## src/rtl/mrpt_pkg.sv

```systemverilog
// Shared constants and types of the memory region pattern test unit.
package mrpt_pkg;

	// Address width of the test engine
	localparam int ADDR_BITS_DEF = 32;

	// Payload field widths
	localparam int OUT_ADDR_W = 32;
	localparam int DATA_W     = 8;
	localparam int CFG_DATA_W = 32;
	localparam int CFG_IDX_W  = 8;
	localparam int IN_TDATA_W  = 16;
	localparam int OUT_TDATA_W = 80;

	// Engine phases
	localparam logic [1:0] PH_IDLE   = 2'd0;
	localparam logic [1:0] PH_WRITE  = 2'd1;
	localparam logic [1:0] PH_VERIFY = 2'd2;
	localparam logic [1:0] PH_ZERO   = 2'd3;

	// Memory access codes
	localparam logic [1:0] OP_NONE  = 2'd0;
	localparam logic [1:0] OP_WRITE = 2'd1;
	localparam logic [1:0] OP_READ  = 2'd2;

	// Completion status codes
	localparam logic [1:0] ST_PASS       = 2'd0;
	localparam logic [1:0] ST_MISMATCH   = 2'd1;
	localparam logic [1:0] ST_NOT_SERVED = 2'd2;

	// Region served limit
	localparam logic [1:0] REGION_LAST = 2'd1;

	// Configuration register indexes
	localparam logic [CFG_IDX_W-1:0] REG_R0_BEGIN = 8'd0;
	localparam logic [CFG_IDX_W-1:0] REG_R0_END   = 8'd1;
	localparam logic [CFG_IDX_W-1:0] REG_R1_BEGIN = 8'd2;
	localparam logic [CFG_IDX_W-1:0] REG_R1_END   = 8'd3;

	// Pattern byte limits
	localparam logic [DATA_W-1:0] PAT_MAX = 8'd255;
	localparam logic [DATA_W-1:0] PAT_MIN = 8'd0;

	// One result transaction
	typedef struct packed {
		logic [OUT_ADDR_W-1:0] fail_addr;
		logic [1:0]            status;
		logic [DATA_W-1:0]     mem_wdata;
		logic [OUT_ADDR_W-1:0] mem_addr;
		logic [1:0]            mem_op;
	} result_t;

endpackage

```

## src/rtl/memory_region_pattern_test_unit.sv

```systemverilog
// Memory region pattern test engine: write, verify and zero a byte region.
//
// Usage: each transaction on the s_ stream is one engine tick carrying start_req,
// region and the read data for the read issued on the previous tick. Every tick
// yields exactly one m_ transaction with the memory access to perform (none,
// write or read), its address and write byte, plus completion status; m_tlast
// marks the tick on which a test finishes. A start on region 0 or 1 latches
// that region's begin and exclusive end address from the configuration
// registers, writes a 0..255..0 triangle pattern, reads it back checking each
// byte, stops on the first mismatch, and otherwise clears the region to zero.
// Regions 2 and 3 finish at once with status not served.
// Configuration writes on the cfg_ channel are always taken (index 0..3).
// Result: a tick's result is registered and appears in the cycle after the tick is accepted.
// Throughput: one tick per cycle while results are taken; all work of a tick is one combinational step
// from the engine state registers into the result register.
// Receiver stall: the result register holds; one further tick is refused until
// the result is taken, so s_tready follows m_tready when a result is waiting.
// Reset: the engine returns to idle, configuration and engine registers clear to zero, no result valid.
module memory_region_pattern_test_unit #(
	parameter int ADDR_BITS = mrpt_pkg::ADDR_BITS_DEF
) (
	input  logic                                 clk,
	input  logic                                 arst_n,
	// tick input
	input  logic                                 s_tvalid,
	output logic                                 s_tready,
	input  logic [mrpt_pkg::IN_TDATA_W-1:0]      s_tdata,  // start_req, region[2], read_data[8]
	// result output
	output logic                                 m_tvalid,
	input  logic                                 m_tready,
	output logic [mrpt_pkg::OUT_TDATA_W-1:0]     m_tdata,  // mem_op[2], mem_addr[32],
	                                                       // mem_wdata[8], status[2],
	                                                       // fail_addr[32]
	output logic                                 m_tlast,  // done_res
	// configuration write
	input  logic                                 cfg_valid,
	output logic                                 cfg_ready,
	input  logic [mrpt_pkg::CFG_IDX_W-1:0]       cfg_index,
	input  logic [mrpt_pkg::CFG_DATA_W-1:0]      cfg_data
);

	localparam int DW = mrpt_pkg::DATA_W;

	// Unpack input tick
	logic          start_req;
	logic [1:0]    region;
	logic [DW-1:0] read_data;
	assign start_req = s_tdata[0];
	assign region    = s_tdata[2:1];
	assign read_data = s_tdata[3 +: DW];

	// Configuration registers
	logic [ADDR_BITS-1:0] r0_begin_q, r0_end_q, r1_begin_q, r1_end_q;

	assign cfg_ready = 1'b1;

	always_ff @(posedge clk or negedge arst_n) begin
		if (!arst_n) begin
			r0_begin_q <= '0;
			r0_end_q   <= '0;
			r1_begin_q <= '0;
			r1_end_q   <= '0;
		end else if (cfg_valid) begin
			if (cfg_index == mrpt_pkg::REG_R0_BEGIN) r0_begin_q <= cfg_data[ADDR_BITS-1:0];
			if (cfg_index == mrpt_pkg::REG_R0_END)   r0_end_q   <= cfg_data[ADDR_BITS-1:0];
			if (cfg_index == mrpt_pkg::REG_R1_BEGIN) r1_begin_q <= cfg_data[ADDR_BITS-1:0];
			if (cfg_index == mrpt_pkg::REG_R1_END)   r1_end_q   <= cfg_data[ADDR_BITS-1:0];
		end
	end

	// Engine state
	logic [1:0]           phase_q;
	logic [ADDR_BITS-1:0] cur_q, end_q, begin_q, pend_addr_q;
	logic [DW-1:0]        pat_q, pend_exp_q;
	logic                 pat_down_q, rd_pend_q;

	logic [1:0]           phase_d;
	logic [ADDR_BITS-1:0] cur_d, end_d, begin_d, pend_addr_d;
	logic [DW-1:0]        pat_d, pend_exp_d;
	logic                 pat_down_d, rd_pend_d;
	mrpt_pkg::result_t    res_d;
	logic                 done_d;

	// Shared step terms
	logic                 in_range;
	logic [ADDR_BITS-1:0] cur_inc;
	logic [DW-1:0]        pat_adv;
	logic                 pat_down_adv;

	assign in_range = cur_q < end_q;
	assign cur_inc  = cur_q + 1'b1;

	// Advance the triangle pattern
	always_comb begin
		pat_adv      = pat_q;
		pat_down_adv = pat_down_q;
		if (!pat_down_q) begin
			if (pat_q != mrpt_pkg::PAT_MAX) pat_adv = pat_q + 1'b1;
			else pat_down_adv = 1'b1;
		end else begin
			if (pat_q != mrpt_pkg::PAT_MIN) pat_adv = pat_q - 1'b1;
			else pat_down_adv = 1'b0;
		end
	end

	// Compute one engine tick
	always_comb begin
		phase_d     = phase_q;
		cur_d       = cur_q;
		end_d       = end_q;
		begin_d     = begin_q;
		pat_d       = pat_q;
		pat_down_d  = pat_down_q;
		rd_pend_d   = rd_pend_q;
		pend_addr_d = pend_addr_q;
		pend_exp_d  = pend_exp_q;
		res_d       = '0;
		done_d      = 1'b0;
		unique case (phase_q)
			mrpt_pkg::PH_IDLE: begin
				if (start_req) begin
					if (region > mrpt_pkg::REGION_LAST) begin
						done_d       = 1'b1;
						res_d.status = mrpt_pkg::ST_NOT_SERVED;
					end else begin
						begin_d    = region[0] ? r1_begin_q : r0_begin_q;
						end_d      = region[0] ? r1_end_q   : r0_end_q;
						cur_d      = begin_d;
						pat_d      = '0;
						pat_down_d = 1'b0;
						rd_pend_d  = 1'b0;
						phase_d    = mrpt_pkg::PH_WRITE;
					end
				end
			end
			mrpt_pkg::PH_WRITE: begin
				if (in_range) begin
					res_d.mem_op    = mrpt_pkg::OP_WRITE;
					res_d.mem_addr  = mrpt_pkg::OUT_ADDR_W'(cur_q);
					res_d.mem_wdata = pat_q;
					pat_d           = pat_adv;
					pat_down_d      = pat_down_adv;
					cur_d           = cur_inc;
				end else begin
					cur_d      = begin_q;
					pat_d      = '0;
					pat_down_d = 1'b0;
					rd_pend_d  = 1'b0;
					phase_d    = mrpt_pkg::PH_VERIFY;
				end
			end
			mrpt_pkg::PH_VERIFY: begin
				rd_pend_d = 1'b0;
				if (rd_pend_q && (read_data != pend_exp_q)) begin
					done_d          = 1'b1;
					res_d.status    = mrpt_pkg::ST_MISMATCH;
					res_d.fail_addr = mrpt_pkg::OUT_ADDR_W'(pend_addr_q);
					phase_d         = mrpt_pkg::PH_IDLE;
				end else if (in_range) begin
					res_d.mem_op   = mrpt_pkg::OP_READ;
					res_d.mem_addr = mrpt_pkg::OUT_ADDR_W'(cur_q);
					pend_addr_d    = cur_q;
					pend_exp_d     = pat_q;
					rd_pend_d      = 1'b1;
					pat_d          = pat_adv;
					pat_down_d     = pat_down_adv;
					cur_d          = cur_inc;
				end else begin
					cur_d   = begin_q;
					phase_d = mrpt_pkg::PH_ZERO;
				end
			end
			mrpt_pkg::PH_ZERO: begin
				if (in_range) begin
					res_d.mem_op   = mrpt_pkg::OP_WRITE;
					res_d.mem_addr = mrpt_pkg::OUT_ADDR_W'(cur_q);
					cur_d          = cur_inc;
				end else begin
					done_d       = 1'b1;
					res_d.status = mrpt_pkg::ST_PASS;
					phase_d      = mrpt_pkg::PH_IDLE;
				end
			end
			default: ;
		endcase
	end

	// Accept a tick when the result register is free or being drained
	logic              s_acc;
	logic              m_valid_q;
	mrpt_pkg::result_t res_q;
	logic              done_q;

	assign s_tready = !m_valid_q || m_tready;
	assign s_acc    = s_tvalid && s_tready;

	// Hold engine state, advance on each accepted tick
	always_ff @(posedge clk or negedge arst_n) begin
		if (!arst_n) begin
			phase_q     <= mrpt_pkg::PH_IDLE;
			cur_q       <= '0;
			end_q       <= '0;
			begin_q     <= '0;
			pat_q       <= '0;
			pat_down_q  <= 1'b0;
			rd_pend_q   <= 1'b0;
			pend_addr_q <= '0;
			pend_exp_q  <= '0;
		end else if (s_acc) begin
			phase_q     <= phase_d;
			cur_q       <= cur_d;
			end_q       <= end_d;
			begin_q     <= begin_d;
			pat_q       <= pat_d;
			pat_down_q  <= pat_down_d;
			rd_pend_q   <= rd_pend_d;
			pend_addr_q <= pend_addr_d;
			pend_exp_q  <= pend_exp_d;
		end
	end

	// Result register valid flag
	always_ff @(posedge clk or negedge arst_n) begin
		if (!arst_n) begin
			m_valid_q <= 1'b0;
		end else if (s_acc) begin
			m_valid_q <= 1'b1;
		end else if (m_tready) begin
			m_valid_q <= 1'b0;
		end
	end

	// Result payload
	always_ff @(posedge clk) begin
		if (s_acc) begin
			res_q  <= res_d;
			done_q <= done_d;
		end
	end

	assign m_tvalid = m_valid_q;
	assign m_tlast  = done_q;
	assign m_tdata  = {4'b0, res_q};

	// A tick accepted always leaves a result waiting
	a_acc_gives_result: assert property (@(posedge clk) disable iff (!arst_n)
		s_acc |=> m_tvalid)
		else $error("accepted tick produced no result");

	// A finishing tick makes no memory access
	a_done_no_access: assert property (@(posedge clk) disable iff (!arst_n)
		(s_acc && done_d) |-> (res_d.mem_op == mrpt_pkg::OP_NONE))
		else $error("access issued on finishing tick");

	// Nonpass status only on a finishing tick
	a_status_done: assert property (@(posedge clk) disable iff (!arst_n)
		(s_acc && (res_d.status != mrpt_pkg::ST_PASS)) |-> done_d)
		else $error("status without completion");

	// No read outstanding while idle
	a_idle_no_pend: assert property (@(posedge clk) disable iff (!arst_n)
		(phase_q == mrpt_pkg::PH_IDLE) |-> !rd_pend_q)
		else $error("read pending while idle");

	// Reads are only issued in the verify phase
	a_read_in_verify: assert property (@(posedge clk) disable iff (!arst_n)
		(s_acc && (res_d.mem_op == mrpt_pkg::OP_READ)) |-> (phase_q == mrpt_pkg::PH_VERIFY))
		else $error("read outside verify phase");

endmodule
```

## config.mk

```make
export PLATFORM = sky130hd
export DESIGN_NAME = memory_region_pattern_test_unit
export DESIGN_NICKNAME = d
export VERILOG_FILES = /design/src/rtl/mrpt_pkg.sv /design/src/rtl/memory_region_pattern_test_unit.sv
export SDC_FILE = /design/constraint.sdc
export NUM_CORES = 1
export LEC_CHECK = 0
export BUFFER_PORTS_ARGS = -buffer_cell sky130_fd_sc_hd__clkbuf_2
export CORE_ASPECT_RATIO = 1.25
export CORE_MARGIN = 2
export CORE_UTILIZATION = 40
export CTS_BUF_LIST = sky130_fd_sc_hd__clkbuf_8 sky130_fd_sc_hd__clkbuf_16
export DETAILED_ROUTE_END_ITERATION = 8
export PLACE_DENSITY_LB_ADDON = 0.08
export SLEW_MARGIN = 20
export SYNTH_ARGS = -nofsm -noshare
export SYNTH_HDL_FRONTEND = slang
export SYNTH_SLANG_ARGS = --single-unit
```

## constraint.sdc

```tcl
create_clock -name clk -period 3.9 [get_ports clk]
set_input_delay 0.195 -clock clk [delete_from_list [all_inputs] [get_ports clk]]
set_output_delay 0.195 -clock clk [all_outputs]
set_load 0.03 [all_outputs]
```

==> results.md <==
* Post-synth EDFFs at 77
* First-pass DRT Iterations at 4
* P_leak at 9.25 nW
* FILL cells at 3997
* Buffers on Ports at 134
* Worst-Margin Slew at 0.989 ns
* Syn avg cell area at 11.6 um^2
* CTS Buf Count at 39
* Row cnt at 84
* Antenna viol nets, final at 0
* Setup Skew at 0.0125 ns
* CTS clock-pin slew for the worst setup and hold paths at 0.06 ns
* Vias post-DR at 11600
* # setup viols final at 0
* Clk network pwr share at 27.9%
* Postcts setup bufs at 0
* Synth Register Bits at 354
* CP startpoint kind: flip-flop
* H-tree depth at 2
* Min-delay worst type: in -> reg
* Boundary pin count at 145
* Area of the mapped netlist at 0.0168 mm^2
* Fmax at 283 MHz
* Reg power frac at 37.8%
* Clock Tree Root: clkbuf_16
* Vias in the first global route at 11500
* Setup TNS at 0 ns
* VDD IR max at 0.000386 V
* DRT iter0 DRCs at 677
* CTS tree: yes
* Crit Path Class: reg -> reg
* YS warnings at 0
* Synth cell types at 66
* R2R depth at 9
* Drt total wl at 41800 um
* Starting Density at 40.3%
* Critical Path RT at 4.37 ns
* Most frequent cells in the layout: dfrtp_1, a21oi_1, mux2_2, clkbuf_2, nor2_1
* Vias per Instance at 5.27
* Die footprint at 0.0438 mm^2
* Area Growth Syn to Fin at 18.3%
* Dpl cell area at 0.0182 mm^2
* Max-Cap Viols at 0
* Crit end category: flip-flop
* Post-synth ARST share at 78.2%
* Crit path max fanout at 28
* Cts hold-fix bufs at 35
* Core footprint at 0.0418 mm^2
* Die Height at 233 um
* Post-Layout Inst Area at 0.0199 mm^2
* Drt drc at 0
* Outcome: complete, no violations
* Global route overflow at 0
* WL/cell at 19.0 um
* Syn Inst Count at 1454
* Seq/Total Area, Yosys at 54.9%
* Primary FF master, synth: dfrtp_1
* Clock net sink count at 354
* Commonest non-fill, non-tap cell in the layout: dfrtp_1
* Final RePlAce weighted congestion at 0.795
* Sw frac at 36.3%
* Power per cell area at 703 mW/mm^2
* Fin. Hold Viols at 0
* Internal at 8.93 mW
* Max-slew violation count at 0
* Arr. time, crit path at 4.01 ns
* Worst slew margin at 34.1%
* RSZ-0062 raised after global routing: no
* First-pass GRT wire length at 65600 um
* Nets at 1711
* Gate power share at 34.3%
* Final min period at 3.53 ns
* Share of layout cells above drive strength 1 at 25.2%
* Detailed placement HPWL at 27000 um
* Sw Pwr at 5.08 mW
* ANT cells at 0
* Die W at 188 um
* Post_cts resized at 0
* Final period util at 90.5%
* CTS max path bufs at 3
* Total track usage at 19.1%
* Initial antenna violation count at 0
* Hold path depth at 2
* Clock latency on the worst-skew pair at 0.54 ns
* Largest net degree at the start of global routing at 129
[routing by layer]
| layer | track usage, % | part of all wire (%) | up-vias |
|---|---|---|---|
| li1 | - | - | 5512 |
| met1 | 26.5 | 47 | 5733 |
| met2 | 30.7 | 46 | 276 |
| met3 | 3.00 | 4.2 | 67 |
| met4 | 5.93 | 2.3 | 0 |
| met5 | 0 | 0 | - |
[cell type report]
class                      instances  area [um^2]  area share, %
sequential                       354         9240           46.4
clock inverter                    25          298           1.49
inverter                          48          180          0.904
multi-input combinational        958         7050           35.4
clock buffer                      44         1070           5.35
timing repair buffer             209         1400           7.01
tap                              559          699           3.51
[power by group through the flow]
stage | clock (mW) | sequential, mW | combinational, mW
floorplan | 0 | 5.32 | 3.25
global placement | 0 | 5.35 | 4.68
detailed placement | 0 | 5.38 | 4.77
CTS | 4.03 | 5.31 | 4.82
global route | 4.17 | 5.41 | 5.37
finish | 3.91 | 5.30 | 4.80
[Yosys cell counts (4+ instances only)]
library cell	instances	area, um^2
o21ai_1	15	75.1
nand2b_1	5	31.3
nand4_1	19	119
o31ai_1	29	218
mux2_1	25	282
o21ai_0	25	125
nor2_1	97	364
buf_4	6	45.0
mux2i_1	65	651
and3_1	17	106
inv_1	48	180
dfrtp_1	277	6930
a21o_1	4	30.0
xor2_1	11	96.3
edfxtp_1	77	2310
a31o_2	17	149
xnor2_1	27	236
ha_1	40	500
clkbuf_1	65	244
buf_2	17	85.1
nor3_1	17	85.1
and2_1	66	413
nand2_1	69	259
buf_1	7	26.3
a31o_1	12	105
a21oi_1	145	726
a31oi_1	4	25.0
mux2_2	144	1620
a21boi_0	27	203
nand3_1	19	95.1
nor4_1	8	50.1
[worst max-delay path, stage by stage, from the launching register on]
cell	delay, ns
dfrtp_1	0.46
ha_1	0.35
nand4_1	0.22
or4_4	0.61
nor4_4	0.45
o31a_1	0.43
buf_4	0.44
o31ai_1	0.12
o21ai_0	0.19
a31o_2	0.17
[worst paths after layout]
check | startpoint | end | slack, ns
min in group asynchronous | arst_n | pend_addr_q[26] | 0.28
max reg2reg | cur_q[23] | cur_q[8] | 0.37
max in group asynchronous | arst_n | r1_end_q[31] | 2.51
max | cur_q[23] | cur_q[8] | 0.37
min | s_tdata[0] | m_tdata[43] | 0.05
min reg2reg | pend_addr_q[2] | pend_addr_q[2] | 0.47
[metrics by stage]
step | total power, mW | util [%] | cells | setup slack, ns | hold WS [ns]
3_5_place_dp | 10.1 | 43.5 | 2093 | 0.396 | 0.311
5_1_grt | 14.9 | 47.6 | 2197 | 0.159 | 0.0319
6_report | 14.0 | 47.6 | 2197 | 0.369 | 0.0534
3_3_place_gp | 10.0 | 43.5 | 2093 | 0.392 | 0.303
2_1_floorplan | 8.57 | - | 1457 | 0.00224 | -0.101
4_1_cts | 14.2 | 47.6 | 2197 | 0.382 | 0.0257
[registers in the layout, indices dropped and copies added (netlist names), 32 cells and up]
signal,cells
begin_q,32
cur_q,32
end_q,32
m_tdata,76
pend_addr_q,32
r0_begin_q,32
r0_end_q,32
r1_begin_q,32
r1_end_q,32
[cells by family (layout without fill, tap and decap cells)]
family          after synthesis  after routing  synth area share, %
mux                         234            234                 15.2
xor+xnor                     38             38                 1.98
simple gates                331            331                 9.87
other cells                   2              5               0.0446
buf+inv                     145            326                 3.58
flops                       354            354                 54.9
compound gates              310            310                 11.5
fa+ha+maj                    40             40                 2.97
No activity file was read; power rests on OpenSTA's default activity.
